<file path="src/rtl/lspb_pkg.sv">
// ----------------------------------------------------------------------------
// LED strip pixel buffer package
// Beat types and command codes shared by the pixel buffer modules.
// ----------------------------------------------------------------------------
package lspb_pkg;

    localparam int unsigned CHAN_W = 8;

    typedef enum logic [1:0] {
        CMD_NONE   = 2'd0,
        CMD_SINGLE = 2'd1,
        CMD_FILL   = 2'd2,
        CMD_AUTO   = 2'd3
    } cmd_t;

    typedef struct packed {
        logic [1:0]        cmd;
        logic [5:0]        pixel_index;
        logic [6:0]        range_start;
        logic [6:0]        range_end;
        logic [CHAN_W-1:0] red;
        logic [CHAN_W-1:0] green;
        logic [CHAN_W-1:0] blue;
        logic [CHAN_W-1:0] intensity;
        logic              end_of_request;
    } item_t;

    typedef struct packed {
        logic [5:0]        led_index;
        logic [CHAN_W-1:0] out_red;
        logic [CHAN_W-1:0] out_green;
        logic [CHAN_W-1:0] out_blue;
        logic              last_pixel;
    } pixel_t;

    typedef struct packed {
        logic [CHAN_W-1:0] red;
        logic [CHAN_W-1:0] green;
        logic [CHAN_W-1:0] blue;
    } color_t;

endpackage

</file>
<file path="src/rtl/lspb_scale.sv">
// ----------------------------------------------------------------------------
// LED strip pixel buffer brightness scaler
// Scales each color channel by intensity as floor(c * w / 255).
// ----------------------------------------------------------------------------
module lspb_scale (
    input  logic            clk,
    input  lspb_pkg::item_t item,
    output lspb_pkg::color_t color
);
    import lspb_pkg::*;

    logic [2*CHAN_W-1:0] prod_r_reg;
    logic [2*CHAN_W-1:0] prod_g_reg;
    logic [2*CHAN_W-1:0] prod_b_reg;

    // Exact floor division by 255 for any product of two 8-bit values.
    function automatic logic [CHAN_W-1:0] div255(input logic [2*CHAN_W-1:0] p);
        logic [2*CHAN_W:0] s;
        s = {1'b0, p} + {{(CHAN_W+1){1'b0}}, p[2*CHAN_W-1:CHAN_W]} + 17'd1;
        return s[2*CHAN_W-1:CHAN_W];
    endfunction

    // The products are registered; the division by 255 follows in the next cycle.
    always_ff @(posedge clk)
    begin
        prod_r_reg <= item.red   * item.intensity;
        prod_g_reg <= item.green * item.intensity;
        prod_b_reg <= item.blue  * item.intensity;
    end

    assign color.red   = div255(prod_r_reg);
    assign color.green = div255(prod_g_reg);
    assign color.blue  = div255(prod_b_reg);

endmodule

</file>
<file path="src/rtl/led_strip_pixel_buffer_core.sv">
// ----------------------------------------------------------------------------
// LED strip pixel buffer core
// Stores one brightness-scaled RGB color per LED and streams the strip out.
// ----------------------------------------------------------------------------
// The item channel (item_valid, item_stall, item) carries one command beat:
// a no-op, a single pixel write, a range fill or an autonomous request.
// The block takes one item at a time; item_stall is high from the cycle
// after acceptance until the item's store update and read-out are issued.
// A range fill writes one pixel at a time through the pixel memory's single
// write port. An item with end_of_request set is followed by a refresh:
// NUM_LEDS pixel beats on the pixel channel (pixel_valid, pixel_stall,
// pixel) in index order, one per cycle when unstalled, each one passing
// through the memory read stage and the output register, and last_pixel
// set on index NUM_LEDS-1.
// When the receiver stalls, the pixel beat holds in the output register and
// the memory read stage behind it holds too; nothing is dropped.
// After reset the strip reads as black: a valid bit per entry, cleared by
// reset, masks entries not yet written, so no clearing pass is needed.
// ----------------------------------------------------------------------------
module led_strip_pixel_buffer_core #(
    parameter int NUM_LEDS = 32
) (
    input  logic             clk,
    input  logic             rst_n,
    input  logic             item_valid,
    output logic             item_stall,
    input  lspb_pkg::item_t  item,
    output logic             pixel_valid,
    input  logic             pixel_stall,
    output lspb_pkg::pixel_t pixel
);
    import lspb_pkg::*;

    localparam int         AW      = (NUM_LEDS > 1) ? $clog2(NUM_LEDS) : 1;
    localparam logic [6:0] LEDS_W  = 7'(NUM_LEDS);
    localparam logic [6:0] LAST_W  = 7'(NUM_LEDS - 1);

    // One-hot sequencer: capture, multiply, update, fill sweep, read-out.
    typedef enum logic [4:0] {
        S_IDLE    = 5'b00001,
        S_MUL     = 5'b00010,
        S_WRITE   = 5'b00100,
        S_FILL    = 5'b01000,
        S_REFRESH = 5'b10000
    } state_t;

    state_t  state_reg, state_next;
    item_t   item_reg;
    color_t  color;

    logic [6:0] cursor_reg, cursor_next;
    logic [6:0] rd_ptr_reg, rd_ptr_next;
    logic [6:0] end_sat;

    // Pixel memory and its per-entry valid bits.
    logic [3*CHAN_W-1:0] mem [NUM_LEDS];
    logic [NUM_LEDS-1:0] written_reg;
    logic                mem_we;
    logic [AW-1:0]       mem_waddr;
    logic                mem_re;
    logic [3*CHAN_W-1:0] mem_q_reg;

    // Read stage between the memory and the output register.
    logic       pend_valid_reg;
    logic       pend_ok_reg;
    logic [5:0] pend_idx_reg;
    logic       pend_last_reg;
    logic       move;

    logic   out_valid_reg;
    pixel_t out_reg;

    lspb_scale u_scale (
        .clk   (clk),
        .item  (item_reg),
        .color (color)
    );

    assign item_stall  = (state_reg != S_IDLE);
    assign pixel_valid = out_valid_reg;
    assign pixel       = out_reg;

    assign end_sat = (item_reg.range_end > LEDS_W) ? LEDS_W : item_reg.range_end;

    // A pixel moves from the read stage when the output slot is free or leaving.
    assign move   = pend_valid_reg && (!out_valid_reg || !pixel_stall);
    assign mem_re = (state_reg == S_REFRESH) && (!pend_valid_reg || move);

    always_comb
    begin
        state_next  = state_reg;
        cursor_next = cursor_reg;
        rd_ptr_next = rd_ptr_reg;
        mem_we      = 1'b0;
        mem_waddr   = item_reg.pixel_index[AW-1:0];
        unique case (state_reg)
            S_IDLE:
            begin
                if (item_valid)
                begin
                    state_next = S_MUL;
                end
            end
            S_MUL:
            begin
                state_next = S_WRITE;
            end
            S_WRITE:
            begin
                rd_ptr_next = 7'd0;
                if ((item_reg.cmd == CMD_SINGLE) && ({1'b0, item_reg.pixel_index} < LEDS_W))
                begin
                    mem_we = 1'b1;
                end
                if (item_reg.cmd == CMD_FILL)
                begin
                    cursor_next = item_reg.range_start;
                    state_next  = S_FILL;
                end
                else if (item_reg.end_of_request)
                begin
                    state_next = S_REFRESH;
                end
                else
                begin
                    state_next = S_IDLE;
                end
            end
            S_FILL:
            begin
                mem_waddr = cursor_reg[AW-1:0];
                if (cursor_reg < end_sat)
                begin
                    mem_we      = 1'b1;
                    cursor_next = cursor_reg + 7'd1;
                end
                else if (item_reg.end_of_request)
                begin
                    state_next = S_REFRESH;
                end
                else
                begin
                    state_next = S_IDLE;
                end
            end
            S_REFRESH:
            begin
                if (mem_re)
                begin
                    if (rd_ptr_reg == LAST_W)
                    begin
                        state_next = S_IDLE;
                    end
                    else
                    begin
                        rd_ptr_next = rd_ptr_reg + 7'd1;
                    end
                end
            end
            default:
            begin
                state_next = S_IDLE;
            end
        endcase
    end

    always_ff @(posedge clk or negedge rst_n)
    begin
        if (!rst_n)
        begin
            state_reg      <= S_IDLE;
            cursor_reg     <= 7'd0;
            rd_ptr_reg     <= 7'd0;
            written_reg    <= '0;
            pend_valid_reg <= 1'b0;
            out_valid_reg  <= 1'b0;
        end
        else
        begin
            state_reg  <= state_next;
            cursor_reg <= cursor_next;
            rd_ptr_reg <= rd_ptr_next;
            if (mem_we)
            begin
                written_reg[mem_waddr] <= 1'b1;
            end
            if (mem_re)
            begin
                pend_valid_reg <= 1'b1;
            end
            else if (move)
            begin
                pend_valid_reg <= 1'b0;
            end
            if (move)
            begin
                out_valid_reg <= 1'b1;
            end
            else if (!pixel_stall)
            begin
                out_valid_reg <= 1'b0;
            end
        end
    end

    // Item capture and read-stage payload; no reset needed.
    always_ff @(posedge clk)
    begin
        if ((state_reg == S_IDLE) && item_valid)
        begin
            item_reg <= item;
        end
        if (mem_re)
        begin
            pend_ok_reg   <= written_reg[rd_ptr_reg[AW-1:0]];
            pend_idx_reg  <= rd_ptr_reg[5:0];
            pend_last_reg <= (rd_ptr_reg == LAST_W);
        end
        if (move)
        begin
            out_reg.led_index  <= pend_idx_reg;
            out_reg.out_red    <= pend_ok_reg ? mem_q_reg[3*CHAN_W-1:2*CHAN_W] : '0;
            out_reg.out_green  <= pend_ok_reg ? mem_q_reg[2*CHAN_W-1:CHAN_W]   : '0;
            out_reg.out_blue   <= pend_ok_reg ? mem_q_reg[CHAN_W-1:0]          : '0;
            out_reg.last_pixel <= pend_last_reg;
        end
    end

    // Pixel memory: one write port, one registered read port.
    always_ff @(posedge clk)
    begin
        if (mem_we)
        begin
            mem[mem_waddr] <= {color.red, color.green, color.blue};
        end
        if (mem_re)
        begin
            mem_q_reg <= mem[rd_ptr_reg[AW-1:0]];
        end
    end

endmodule

</file>
<file path="config.mk">
export PLATFORM = sky130hd
export DESIGN_NAME = led_strip_pixel_buffer_core
export DESIGN_NICKNAME = d
export VERILOG_FILES = /design/src/rtl/lspb_pkg.sv /design/src/rtl/lspb_scale.sv /design/src/rtl/led_strip_pixel_buffer_core.sv
export SDC_FILE = /design/constraint.sdc
export NUM_CORES = 1
export LEC_CHECK = 0
export BUFFER_PORTS_ARGS = -buffer_cell sky130_fd_sc_hd__buf_2
export CAP_MARGIN = 20
export CORE_MARGIN = 3
export CORE_UTILIZATION = 35
export DETAILED_ROUTE_END_ITERATION = 8
export SETUP_SLACK_MARGIN = 0.1
export SLEW_MARGIN = 15
export SYNTH_ARGS = -nofsm -noshare
export SYNTH_HDL_FRONTEND = slang
export SYNTH_HIERARCHICAL = 1
export SYNTH_SLANG_ARGS = --single-unit
</file>
<file path="constraint.sdc">
create_clock -name clk -period 4.18 [get_ports clk]
set_clock_uncertainty 0.05 [all_clocks]
set_input_delay 0.836 -clock clk [delete_from_list [all_inputs] [get_ports clk]]
set_output_delay 0.836 -clock clk [all_outputs]
set_load 0.1 [all_outputs]
</file>
**Word level (Yosys, flattened, before mapping)**

Memories as Yosys holds them, arrays and structs flattened. A register that Yosys moved wholly into a read port is not among the register bits.
Index checks and enable logic that the tools add are counted.

- Add/sub/neg operators: 8
- Multipliers: 3
- Div/mod/pow operators: 0
- $lt $le $gt $ge: 6
- Eq/ne operators: 17
- Shift-type cells: 0
- Muxes and demuxes: 28
- Bitwise operators: 1
- Reductions and logical operators: 16

Operators by type and width:

| operator | number |
|---|---|
| adder 16 x 1 -> 16 bit, second input constant | 3 |
| adder 16 x 8 -> 16 bit | 3 |
| multiplier 8 x 8 -> 16 bit | 3 |
| 2-to-1 mux 5 bit | 7 |
| 2-to-1 mux 7 bit | 5 |
| bitwise OR 32 bit | 1 |
| one-hot mux 7 bit (2 select lines) | 2 |
| one-hot mux 5 bit (5 select lines) | 1 |
| adder 7 x 1 -> 7 bit, second input constant | 2 |
| less-than comparator 5 x 6 -> 1 bit, second input constant | 2 |
| inequality test 2 bit, second input constant | 6 |
| 2-to-1 mux 1 bit | 10 |
| equality test 7 x 5 -> 1 bit, second input constant | 1 |
| greater-than comparator 7 x 6 -> 1 bit, second input constant | 1 |
| less-than comparator 7 bit | 1 |
| less-than comparator 6 bit, second input constant | 1 |
| AND reduction 3 bit | 2 |
| nonzero test 2 bit | 3 |
| binary-select mux 1 bit (select 5 bit) | 1 |
| demux 1 bit (select 5 bit) | 1 |
| equality test 5 x 1 -> 1 bit, second input constant | 1 |
| equality test 5 x 2 -> 1 bit, second input constant | 1 |
| equality test 5 x 3 -> 1 bit, second input constant | 1 |
| equality test 5 x 4 -> 1 bit, second input constant | 1 |
| 11 further kinds | 19 |

- Flip-flop bits (word level): 195
- Bits in latches: 0
- Bits in writable memories: 768
- ROM bits: 0
- Bits of input ports: 59
- Output and inout port bits: 33
- Logic and storage cells: 106
- Memories: 1

Memories:

| name | depth | bits a word | read ports | clocked after memory_dff | write ports | line | source |
|---|---|---|---|---|---|---|---|
| mem | 32 | 24 | 1 | 1 | 1 | led_strip_pixel_buffer_core.sv:56 | `logic [3*CHAN_W-1:0] mem [NUM_LEDS];` |

**Depth between registers and ports, before layout**

Gate-level depths: netlist (run 1).

- Word-level depth: 7
- Depth in mapped cells: 17

**By module**

Netlist (run 1), hierarchy kept.

Modules (own cells, without submodules):

| module | instances | cells an instance | area an instance (um^2) | seq. area each (um^2) |
|---|---|---|---|---|
| led_strip_pixel_buffer_core | 1 | 1932 | 36237.3 | 27933.0 |
| lspb_scale | 1 | 896 | 8135.3 | 960.9 |

**Worst setup path after synthesis (run 1)**

OpenSTA, ideal clock, no wires.

- Path type: reg-to-reg
- Start point: reg state_reg[4]
- End point: reg item_reg[0] (netlist name) (enable)
- Setup time: 0.468 ns
- Data arrival time: 4.244 ns
- Slack: -0.581 ns
- Cell stages (with the launch flop): 4
- Cell sequence: dfrtp_1 > nor3_1 > nand3b_1 > nor2_1

- Word-level cells in the longest chain between the ends: 2

Ends and longest elaborated chain:

| item | line | source |
|---|---|---|
| start: declaration | led_strip_pixel_buffer_core.sv:47 | `state_t state_reg, state_next;` |
| start signal: assignment | led_strip_pixel_buffer_core.sv:180 | `state_reg <= state_next;` |
| equality test 5 x 1 -> 1 bit | led_strip_pixel_buffer_core.sv:209 | `if ((state_reg == S_IDLE) && item_valid)` |
| logical AND 1 bit | led_strip_pixel_buffer_core.sv:209 |  |
| end signal: assignment | led_strip_pixel_buffer_core.sv:211 | `item_reg <= item;` |
| end: declaration | led_strip_pixel_buffer_core.sv:48 | `item_t item_reg;` |

No other way between the ends.
A chain may end at the register's enable or synchronous reset.

**Worst setup path after layout (run 1)**

- Start point: reg item_reg[7] (netlist name)
- End point: reg u_scale.prod_g_reg[15]

- Word-level cells in the longest chain between the ends: 1

Ends and longest elaborated chain:

| item | line | source |
|---|---|---|
| multiplier 8 x 8 -> 16 bit | lspb_scale.sv:27 | `prod_g_reg <= item.green * item.intensity;` |
| end signal: assignment | lspb_scale.sv:27 |  |
| end: declaration | lspb_scale.sv:13 | `logic [2*CHAN_W-1:0] prod_g_reg;` |

No other way between the ends.

==> results of run 1 <==
-- final cells by class --
class / instances / area (um2)
fill: 11237 / 73300
sequential: 987 / 28900
multi-input combinational: 1560 / 15200
clock buffer: 131 / 2790
timing repair buffer: 288 / 2160
tap: 1650 / 2060
clock inverter: 61 / 785
inverter: 159 / 597
antenna: 1 / 2.50
-- cell usage after synthesis, types with 6 or more instances --
| cell | instances |
|---|---|
| a211oi_1 | 6 |
| a21o_1 | 21 |
| a21oi_1 | 94 |
| a22oi_1 | 101 |
| a31oi_1 | 10 |
| a41oi_1 | 6 |
| and2_1 | 194 |
| and3_1 | 10 |
| buf_1 | 10 |
| buf_2 | 18 |
| clkbuf_1 | 91 |
| dfrtp_1 | 52 |
| dfxtp_1 | 48 |
| edfxtp_1 | 886 |
| fa_1 | 108 |
| ha_1 | 137 |
| inv_1 | 159 |
| mux2i_1 | 202 |
| mux4_2 | 100 |
| nand2_1 | 85 |
| nand2b_1 | 13 |
| nand3_1 | 66 |
| nand4_1 | 37 |
| nor2_1 | 87 |
| nor2b_1 | 59 |
| nor3_1 | 15 |
| nor3b_1 | 6 |
| o211ai_1 | 7 |
| o21ai_0 | 35 |
| o21bai_1 | 24 |
| or3_1 | 6 |
| xnor2_1 | 43 |
| xor2_1 | 13 |
-- power breakdown --
| part | switching (mW) | total (mW) | internal [mW] |
|---|---|---|---|
| Clock | 3.82 | 9.49 | 5.67 |
| Sequential | 0.679 | 13.9 | 13.2 |
| Combinational | 11.3 | 21.1 | 9.79 |
-- stage by stage --
step / setup WS, ps / TNS [ps] / hold WS, ps
floorplan: 39.2 / 0 / 350
detailed placement: -131 / -555 / 357
global placement: -65.2 / -137 / 356
CTS: 6.48 / 0 / 222
finish: 0.736 / 0 / 231
global route: -132 / -726 / 232
-- how the worst max path moves through the flow --
stage | startpoint | end | slack, ps | cells after the start
2_1_floorplan | item_reg[5] | u_scale/prod_r_reg[13] | 40 | 14
3_3_place_gp | item_reg[5] | u_scale/prod_b_reg[13] | -70 | 15
3_5_place_dp | item_reg[5] | u_scale/prod_b_reg[13] | -130 | 15
4_1_cts | item_reg[7] | u_scale/prod_r_reg[13] | 6 | 15
5_1_grt | item_reg[7] | u_scale/prod_r_reg[13] | -130 | 15
6_report | item_reg[7] | u_scale/prod_g_reg[15] | 0.7 | 16
-- routing by layer --
metal | vias to the layer above | wire (um) | GRT usage (%)
met5 | - | 0 | 0
met4 | 0 | 2130 | 3.69
met3 | 126 | 5010 | 2.66
met2 | 519 | 47300 | 25.0
met1 | 12495 | 44000 | 20.5
li1 | 11171 | - | -
-- timing repair --
item | 4_1_cts | 5_1_grt
hold buffers | 0 | 0
setup endpoints to repair | 13 | 18
gates resized for setup | 47 | 72
cloned | 1 | 0
pin swaps | 22 | 42
buffers inserted | 15 | 15
-- cells by family after synthesis --
kind of cell | after synthesis | synth area share (%)
AO/OA/AOI/OAI | 353 | 5.50
XOR/XNOR | 56 | 1.11
adder cells (fa/ha/maj) | 245 | 8.74
buffers and inverters | 281 | 2.47
flip-flops | 987 | 65.1
multiplexers | 304 | 9.68
other | 1 | 0.00845
AND/OR/NAND/NOR | 601 | 7.38
==> results_dict.tcl, run 1 <==
set metrics [dict create \
    required_ps 4660 \
    hold_violations 0 \
    die_w_um 362 \
    core_mm2 0.126 \
    rrSetupSlack_ps 0.7 \
    maxSlewHeadroom_pct 28.7 \
    syn_nets 3132 \
    endpoint_kind "flop" \
    syn_avg_cell_area_um2 15.7 \
    drive_gt1_share_pct 22.5 \
    dp_cells 4613 \
    grt_first_pass_wirelength_mm 152 \
    dp_hpwl_mm 61.7 \
    worstSetupPathType "flop to flop" \
    grt_pass1_vias 24990 \
    vias 24311 \
    rsz0062_at_grt "yes" \
    crit_family "adder cells" \
    cpMostUsedCell "fa_1" \
    synth_area_leaders "edfxtp_1 60%, mux4_2 5.1%, fa_1 4.9%, mux2i_1 4.6%, ha_1 3.9%" \
    cts_root_buffer "clkbuf_16" \
    fin_crit_sh_pct 100 \
    synth-seq-cells 987 \
    crit_slowest_cell "fa_1" \
    synth_top_area_share_pct 60.0 \
    final_cell_mix "886 x edfxtp_1, 202 x mux2i_1, 179 x and2_1" \
    synth_edf_count 886 \
    yosysUniqueCellTypes 80 \
    crit_path_start_kind "flop" \
    num_rows 130 \
    dieHeight_um 362 \
    largest_reg_flops 768 \
    run_status "finished clean" \
    vias_per_cell 5.03 \
    firstDrtPassIters 5 \
    p_leak_nw 19.0 \
    antenna_found_initial 1 \
    grt_max_degree 56 \
    grt_usage_pct 15.1 \
    fin_area_mm2 0.0525 \
    final_nets 3402 \
    avgRoutedWirePerCell_um 20.4 \
    max_slew.worst_pin.slew_ps 1070 \
    max_freq_mhz 239 \
    cts_sinks 987 \
    r2r_end "u_scale/prod_g_reg[15]" \
    io_buffers 91 \
    clock_latency_ps 690 \
    hold_class "input pin to asynchronous set/reset pin" \
    drt-total-wl_mm 98.5 \
    clk_path_buf_depth 3 \
    grt_overflow 0 \
    initial_utilization_pct 35.3 \
    r2r-start "item_reg[7]" \
    place.gp.congestion 0.775 \
    syn_inst 2828 \
    numCtsBuffers 102 \
    post_dp_cell_area_mm2 0.0482 \
    async_flop_share_pct 5.37 \
    drt-initial-drc-count 1947 \
    cp.buffers_inverters 4 \
    layout_commonest_cell "edfxtp_1" \
    crit_fanout 5 \
    reg2regPathDepth 16 \
    clkTransAtPathRegs_ps 60 \
    post-layout-total-power_mw 44.5 \
    synth_largest_area_cell "edfxtp_1" \
    period_minus_slack_ps 4180 \
    cts_tree "done" \
    peakVddDrop_v 0.000819 \
    area_delta_synth_final_pct 18.3 \
    syn-cell-area_mm2 0.0444 \
    fin_cells 4837 \
    power_density_mw_per_mm2 847 \
    ios 92 \
    setup_viol_count_final 0 \
    die-area_mm2 0.131 \
    crit_chain "buf_6 > buf_6 > and2_4 > fa_1 > fa_1 > fa_1 > inv_2 > fa_1 > inv_2 > ha_4 > a21o_1 > a21oi_2 > o21ai_2 > nor4_1 > o21ai_1 > o311a_1" \
    worstPathArrival_ps 4660 \
    htreeDepth 3 \
    cpPeakStageDelay_ps 560 \
    drc 0 \
    synth.yosys.warnings 6 \
    drv_cap 0 \
    post-route-util_pct 41.7 \
    drt.antenna.violating_nets 0 \
    synth_seq_area_share_pct 65.1 \
    synth_top_flop_cell "edfxtp_1" \
    finalMaxSlewViolations 0 \
]
No activity file was read; power rests on OpenSTA's default activity.
==> run 2: changes to the inputs <==
--- a/config.mk
+++ b/config.mk
@@ -10,6 +10,7 @@
 export CORE_MARGIN = 3
 export CORE_UTILIZATION = 35
 export DETAILED_ROUTE_END_ITERATION = 8
+export PLACE_DENSITY = 0.49
 export SETUP_SLACK_MARGIN = 0.1
 export SLEW_MARGIN = 15
 export SYNTH_ARGS = -nofsm -noshare
==> constraint.sdc (replaced) <==
create_clock -name clk -period 3.8 [get_ports clk]
set_clock_uncertainty 0.05 [all_clocks]
set_input_delay 0.76 -clock clk [delete_from_list [all_inputs] [get_ports clk]]
set_output_delay 0.76 -clock clk [all_outputs]
set_load 0.1 [all_outputs]
==> results_dict.tcl, run 2 (synthesis gave the netlist of run 1 again) <==
set metrics [dict create \
    run_status "finished with violations" \
    violations "negative setup slack" \
    cts_sinks 987 \
    grt_usage_pct 17.7 \
    worst_slack_ps -374 \
    die_w_um 362 \
    vias_per_cell 5.10 \
    required_ps 4380 \
    cp.buffers_inverters 4 \
    endpoint_kind "flop" \
    crit_fanout 5 \
    finalMaxSlewViolations 0 \
    crit_family "adder cells" \
    drt-initial-drc-count 1884 \
    grt_first_pass_wirelength_mm 172 \
    final_cell_mix "886 x edfxtp_1, 210 x buf_4, 202 x mux2i_1" \
    clock_latency_ps 710 \
    numCtsBuffers 106 \
    place.gp.congestion 0.778 \
    dieHeight_um 362 \
    setup_viol_count_final 20 \
    cts_tree "done" \
    hold_violations 0 \
    vias 25020 \
    die-area_mm2 0.131 \
    max_slew.worst_pin.slew_ps 963 \
    htreeDepth 3 \
    largest_reg_flops 768 \
    max_freq_mhz 240 \
    drc 0 \
    drv_cap 0 \
    worstSetupPathType "flop to flop" \
    clkTransAtPathRegs_ps 60 \
    final_nets 3474 \
    ios 92 \
    cpMostUsedCell "fa_1" \
    antenna_found_initial 10 \
    period_minus_slack_ps 4170 \
    core_mm2 0.126 \
    grt_overflow 0 \
    worstPathArrival_ps 4750 \
    dp_hpwl_mm 73.6 \
    layout_commonest_cell "edfxtp_1" \
    io_buffers 91 \
    fin_crit_sh_pct 110 \
    hold_slack_ps 183 \
    grt_pass1_vias 26258 \
    avgRoutedWirePerCell_um 23.5 \
    cpPeakStageDelay_ps 570 \
    num_rows 130 \
    power_density_mw_per_mm2 940 \
    initial_utilization_pct 35.3 \
    grt_max_degree 56 \
    clk_path_buf_depth 3 \
    post-route-util_pct 42.3 \
    p_leak_nw 19.3 \
    rsz0062_at_grt "yes" \
    crit_path_start_kind "flop" \
    maxSlewHeadroom_pct 35.8 \
    area_delta_synth_final_pct 20.0 \
    crit_chain "buf_4 > buf_6 > and2_4 > fa_1 > fa_1 > fa_1 > inv_1 > fa_1 > inv_2 > ha_4 > o41ai_4 > or4b_1 > o211ai_1" \
    hold_class "input pin to flop" \
    drive_gt1_share_pct 25.2 \
    drt-total-wl_mm 116 \
    peakVddDrop_v 0.000799 \
    crit_slowest_cell "fa_1" \
    cts_root_buffer "clkbuf_16" \
    firstDrtPassIters 5 \
    drt.antenna.violating_nets 0 \
]
-- run 2: cell count changes in the layout (fill, tap and decap cells not counted), moves of 9 or more --
cell	delta
fa_2	+9
fa_1	-9
bufinv_16	-10
ha_4	+9
buf_4	+48
buf_12	+17
-- run 2: final timing paths --
check                                     start                     end  slack, ps  cells past startpoint
worst min register to register  pend_idx_reg[0]               pixel[25]        370                      0
min in group asynchronous                 rst_n             pixel_valid        600                      2
worst min-delay path                   item[15]            item_reg[15]        180                      1
worst max-delay path                item_reg[6]  u_scale/prod_r_reg[13]       -370                     13
worst max register to register      item_reg[6]  u_scale/prod_r_reg[13]       -370                     13
max in group asynchronous                 rst_n          written_reg[6]       2190                      3
-- run 2: what timing repair did --
action                                  CTS  global route
gates cloned                              1             1
endpoints found under the setup margin   27            29
resized for setup                        62            82
hold endpoints to repair                 21             0
buffers inserted                         20            12
pin swaps                                25            46
hold buffers                              1             0
-- run 2: where the power goes --
group	switching (mW)	internal (mW)	total [mW]
combinational	13.1	11.7	24.8
clock	4.28	5.62	9.90
sequential	0.799	14.6	15.4
total	18.1	31.9	50.1
-- run 2: routing by layer --
layer / up-vias / GRT usage, % / share of wire [%]
met5: - / 0 / 0.011
met4: 2 / 5.33 / 3.0
met3: 158 / 3.15 / 4.5
met2: 558 / 29.7 / 49
met1: 12971 / 23.3 / 44
li1: 11331 / - / -
-- run 2: cell type report --
| class | instances | area [um2] |
|---|---|---|
| clock buffer | 138 | 2840 |
| clock inverter | 56 | 517 |
| multi-input combinational | 1560 | 15400 |
| tap | 1650 | 2060 |
| timing repair buffer | 356 | 2910 |
| sequential | 987 | 28900 |
| antenna | 1 | 2.50 |
| fill | 11289 | 72500 |
| inverter | 159 | 599 |
-- run 2: stage by stage --
stage,area (um2),setup TNS [ps],std cells,power [mW],setup slack (ps)
finish,53200,-4360,4907,50.1,-374
global route,53200,-7790,4906,53.6,-533
CTS,52900,-5600,4894,49.3,-397
detailed placement,49100,-7080,4678,38.2,-474
global placement,49100,-5480,4678,37.8,-413
floorplan,44700,-654,2828,30.4,-341
